## src/rtl/kcq_pkg.sv

```systemverilog
// Shared types and constants of the k-means color quantizer.
`default_nettype none
package kcq_pkg;
	localparam int DEF_MAX_PIXELS   = 4096;
	localparam int DEF_MAX_CLUSTERS = 8;

	// Distance width: the largest color distance is floor(sqrt(3 * 255 * 255)) = 441.
	localparam int DIST_W   = 9;
	// Width of a sum of three squared 8-bit differences.
	localparam int SQ_W     = 18;
	localparam int DIV_STEPS  = 8;
	localparam int SQRT_STEPS = 9;
	localparam logic [SQ_W-1:0] SQRT_TOP_BIT = 18'h10000;

	localparam logic [23:0] EMPTY_CENTRE = 24'h0000FF;
	localparam logic [3:0]  RST_NUM_CLUSTERS = 4'd2;
	localparam logic [7:0]  RST_MAX_ITER     = 8'd64;

	localparam logic [1:0] REG_NUM_CLUSTERS = 2'd0;
	localparam logic [1:0] REG_COLOR_MODE   = 2'd1;
	localparam logic [1:0] REG_MAX_ITER     = 2'd2;

	typedef enum logic [1:0] {
		CMD_LOAD_PIXEL  = 2'd0,
		CMD_SET_CENTRE  = 2'd1,
		CMD_READ_PIXEL  = 2'd2,
		CMD_READ_CENTRE = 2'd3
	} cmd_t;

	typedef enum logic [1:0] {
		KIND_DONE   = 2'd0,
		KIND_PIXEL  = 2'd1,
		KIND_CENTRE = 2'd2
	} kind_t;

	typedef enum logic {
		OP_DIV  = 1'b0,
		OP_SQRT = 1'b1
	} iter_op_t;

	typedef struct packed {
		logic     start;
		iter_op_t op;
	} iter_req_t;

	typedef struct packed {
		logic busy;
		logic done;
	} iter_rsp_t;
endpackage
`default_nettype wire

```

## src/rtl/kcq_iter_unit.sv

```systemverilog
// Shared iterative unit: restoring divide (8-bit quotient) or integer square root.
`default_nettype none
module kcq_iter_unit #(
	parameter int CW = 13,
	parameter int NW = 21
) (
	input  wire logic                        clk,
	input  wire logic                        arst_n,
	input  wire kcq_pkg::iter_req_t          req,
	input  wire logic [NW-1:0]               num,
	input  wire logic [CW-1:0]               den,
	output kcq_pkg::iter_rsp_t               rsp,
	output logic [kcq_pkg::DIST_W-1:0]       result
);
	logic                busy_q;
	logic                done_q;
	kcq_pkg::iter_op_t   op_q;
	logic [NW-1:0]       a_q;
	logic [NW-1:0]       b_q;
	logic [NW-1:0]       r_q;
	logic [3:0]          n_q;
	logic [NW-1:0]       trial;
	logic                fits;
	logic [3:0]          last_step;

	// The divide subtracts the shifted divisor; the root subtracts root plus bit.
	assign trial     = (op_q == kcq_pkg::OP_DIV) ? b_q : r_q + b_q;
	assign fits      = a_q >= trial;
	assign last_step = (op_q == kcq_pkg::OP_DIV) ? 4'(kcq_pkg::DIV_STEPS - 1)
		: 4'(kcq_pkg::SQRT_STEPS - 1);

	always_ff @(posedge clk or negedge arst_n) begin
		if (!arst_n) begin
			busy_q <= 1'b0;
			done_q <= 1'b0;
		end else begin
			done_q <= 1'b0;
			if (req.start) begin
				busy_q <= 1'b1;
				op_q   <= req.op;
				a_q    <= num;
				r_q    <= '0;
				n_q    <= '0;
				b_q    <= (req.op == kcq_pkg::OP_DIV) ? NW'({den, 7'b0})
					: NW'(kcq_pkg::SQRT_TOP_BIT);
			end else if (busy_q) begin
				if (fits) begin
					a_q <= a_q - trial;
					r_q <= (op_q == kcq_pkg::OP_DIV) ? {r_q[NW-2:0], 1'b1}
						: (r_q >> 1) + b_q;
				end else begin
					r_q <= (op_q == kcq_pkg::OP_DIV) ? {r_q[NW-2:0], 1'b0} : r_q >> 1;
				end
				b_q <= (op_q == kcq_pkg::OP_DIV) ? b_q >> 1 : b_q >> 2;
				n_q <= n_q + 4'd1;
				if (n_q == last_step) begin
					busy_q <= 1'b0;
					done_q <= 1'b1;
				end
			end
		end
	end

	assign rsp.busy = busy_q;
	assign rsp.done = done_q;
	assign result   = r_q[kcq_pkg::DIST_W-1:0];
endmodule
`default_nettype wire

```

## config.mk

```make
export PLATFORM = sky130hd
export DESIGN_NAME = kcq_iter_unit
export DESIGN_NICKNAME = d
export VERILOG_FILES = /design/src/rtl/kcq_pkg.sv /design/src/rtl/kcq_iter_unit.sv
export SDC_FILE = /design/constraint.sdc
export NUM_CORES = 1
export LEC_CHECK = 0
export ABC_AREA = 1
export BUFFER_PORTS_ARGS = -buffer_cell sky130_fd_sc_hd__clkbuf_2
export CORE_ASPECT_RATIO = 1.2
export CORE_MARGIN = 2
export CORE_UTILIZATION = 57
export DETAILED_ROUTE_END_ITERATION = 8
export PLACE_DENSITY = 0.79
export SYNTH_ARGS = -nofsm -noshare
export SYNTH_HDL_FRONTEND = slang
export SYNTH_SLANG_ARGS = --single-unit
```

## constraint.sdc

```tcl
create_clock -name clk -period 5 [get_ports clk]
set_clock_uncertainty 0.15 [all_clocks]
set_input_delay 1 -clock clk [delete_from_list [all_inputs] [get_ports clk]]
set_output_delay 1 -clock clk [all_outputs]
set_load 0.005 [all_outputs]
```

==> metrics.txt <==
buffers added on ports 48; Final WS setup ~0.42 ns; utilization after layout 62.9%; hold_buf cts 0; Worst EP arrival ~4.5 ns; Fill cells about 1300; commonest non-fill, non-tap cell in the layout nand2_1; DR vias/cell around 5.8; cts bufs inserted 9; peak supply drop 0.281 mV; Post-CTS Resized 0; Slew Viols, Final 0; Final Non-Filler Cells approximately 1400; Total Nets Final between 1000 and 1500; max cap viols 0; flop-to-flop setup slack 0.42 ns; Pleak 0.00417 µW; vias just under 8000; first-pass GRT wire length ~37000 µm; hold path cells 1; Worst setup EP type flip-flop; crit path launch type flip-flop; Critical Path RT just under 5 ns; GRT overflow 0; CTS tree built; Worst Tran Pin Value approximately 1.1 ns; fin crit share 91.7%; Clk Tree Root Cell clkbuf_16; Reg clk slew, reported paths 0.06 ns; drt pass-1 iters 6; die height between 100 and 150 µm; most frequent cells in the layout 375 x nand2_1, 120 x inv_1, 109 x nor2_1, 96 x a21oi_1, 71 x o21ai_0; DRC Markers 0; Synth Cell Area 7620 µm²; deepest clock path buffer count 2; EDFF count, synth between 60 and 70; HP Start n_q[3]; GPL Wtd Cong 0.967; hold crit path type reg -> reg; Clock Latency Late Sink between 0.3 and 0.4 ns; RSZ-0062 raised after global routing false; CORE AREA 13100 µm²; All-Layer GR Usage between 30% and 40%; Initial Util between 50% and 60%; Worst Path Max Fanout 21; ANT nets after route 0; Hold Fails Final Rpt 0; die area 14300 µm²; Post-Place Setup Slack around 0.35 ns; DRT iter0 DRCs about 630; Inserted Diodes 0; IO Pins 49; FF-to-FF Start r_q[0]; sequential area share after synthesis a little over a quarter; final setup vio count 0; Worst Setup SP r_q[0]; status finished, final reports clean; row count 46; pin count of the biggest net entering global routing 50; Async SR Flop Fraction 2.90%; Mean Syn Cell Area 6.53 µm²; Final min period around 4.6 ns; Distinct cells, synth 42; area grow syn2layout 8.37%; Pwr per Cell Area ~440 nW/µm²; htree depth 3; WS Path Type reg -> reg; Ys Warns 0; Post-Synthesis Cells 1166; r2r worst-path depth 25; WL per Instance around 17 µm; Primary FF master, synth edfxtp_1; clk sinks a little under 70; multi-input logic area between 4000 and 5000 µm²; drt total wl 22600 µm; TNS Setup 0 ns; Worst slew margin 29.0%; Net Count, Synth 1269; layout cell share with drive strength beyond 1 a little under a tenth; vias in the first global route around 7600; initial antenna violation count 0; Placed Cells around 1400; Seq cells post-synth slightly below 70; Setup Buffers After CTS 0; Die X 110 µm; Reg area 2060 µm²; highest clock rate 0.218 GHz; DP HPWL about 17000 µm
## per-stage QoR
step	hold slack, ns	total power (µW)	cell area, µm²
6_report	0.478	3630	8260
3_3_place_gp	0.466	2850	7930
3_5_place_dp	0.464	2870	7930
4_1_cts	0.479	3600	8260
5_1_grt	0.530	3920	8260
2_1_floorplan	0.404	2400	7620
## synthesized netlist by cell type, types with 5 or more instances
library cell	instances	area [µm²]
a21o_1	7	52.6
a21oi_1	96	480
a22o_1	7	61.3
a31oi_1	5	31.3
buf_1	6	22.5
buf_4	11	82.6
clkbuf_1	19	71.3
edfxtp_1	67	2010
ha_1	62	776
inv_1	120	450
inv_2	10	37.5
nand2_1	375	1410
nand3_1	61	305
nand3b_1	12	90.1
nand4_1	18	113
nor2_1	109	409
nor2_2	8	50.1
nor3_1	17	85.1
o21a_1	11	82.6
o21ai_0	74	370
o21ai_1	10	50.1
o21bai_1	6	45.0
or2_2	7	43.8
xnor2_1	9	78.8
xor2_1	6	52.6
## cells by family (layout without fill, tap and decap cells)
family                   Yosys count  after routing  synth area share (%)
AO/OA/AOI/OAI                    223            223                  16.2
XOR/XNOR                          15             15                  1.72
adder cells (fa/ha/maj)           65             65                  11.0
buffers and inverters            170            203                  9.15
flip-flops                        69             69                  27.1
AND/OR/NAND/NOR                  624            624                  34.9
## final timing paths
| check | end |
|---|---|
| worst min-delay path | n_q[3] |
| worst max register to register | a_q[0] |
| min in group asynchronous | done_q |
| max in group asynchronous | busy_q |
| worst min register to register | n_q[3] |
| worst max-delay path | a_q[0] |
## final cells by class
type                    count  area share [%]
multi-input cells         927            58.9
clock inverters             6            1.05
flip-flops and latches     69            25.0
well taps                 168            2.55
repair buffers             57            3.73
clock buffers              10            2.89
inverters                 130            5.91
## power by group
group          internal (µW)  switching [µW]  leakage (µW)
Combinational            701            1320       0.00331
Clock                    450             263      0.000158
Sequential               792            95.0      0.000701
Total                   1940            1680       0.00417
## per-layer routing
| metal | vias to the layer above | track usage [%] | routed length (µm) |
|---|---|---|---|
| met5 | - | 0 | 0 |
| met1 | 3510 | 39.5 | 8990 |
| li1 | 3932 | - | - |
| met3 | 83 | 5.06 | 1510 |
| met4 | 0 | 19.2 | 1300 |
| met2 | 347 | 56.8 | 10800 |
## registers in the layout, indices dropped and copies added, names as in the netlist
register / flops
a_q: 21
r_q: 21
busy_q: 1
done_q: 1
b_q: 20
op_q: 1
n_q: 4
## worst max-delay path, cell delays in order, from the launching register on
cell      delay [ns]
edfxtp_1        0.39
ha_1            0.20
inv_1           0.07
fa_1            0.38
inv_1           0.14
nand2_1         0.09
nand2_1         0.06
o21ai_0         0.19
o21ai_1         0.35
nand3_1         0.17
nand3b_1        0.12
nand2_1         0.05
nand2_1         0.05
o21ai_0         0.10
ha_1            0.38
nand2_1         0.10
inv_2           0.09
nand3_2         0.08
nor2_1          0.10
nand2_1         0.09
nor2_4          0.11
nor2_4          0.08
nand2_8         0.14
inv_2           0.12
o21ai_2         0.13
buf_4           0.31
Note: power is estimated with default switching activity, not from simulation.
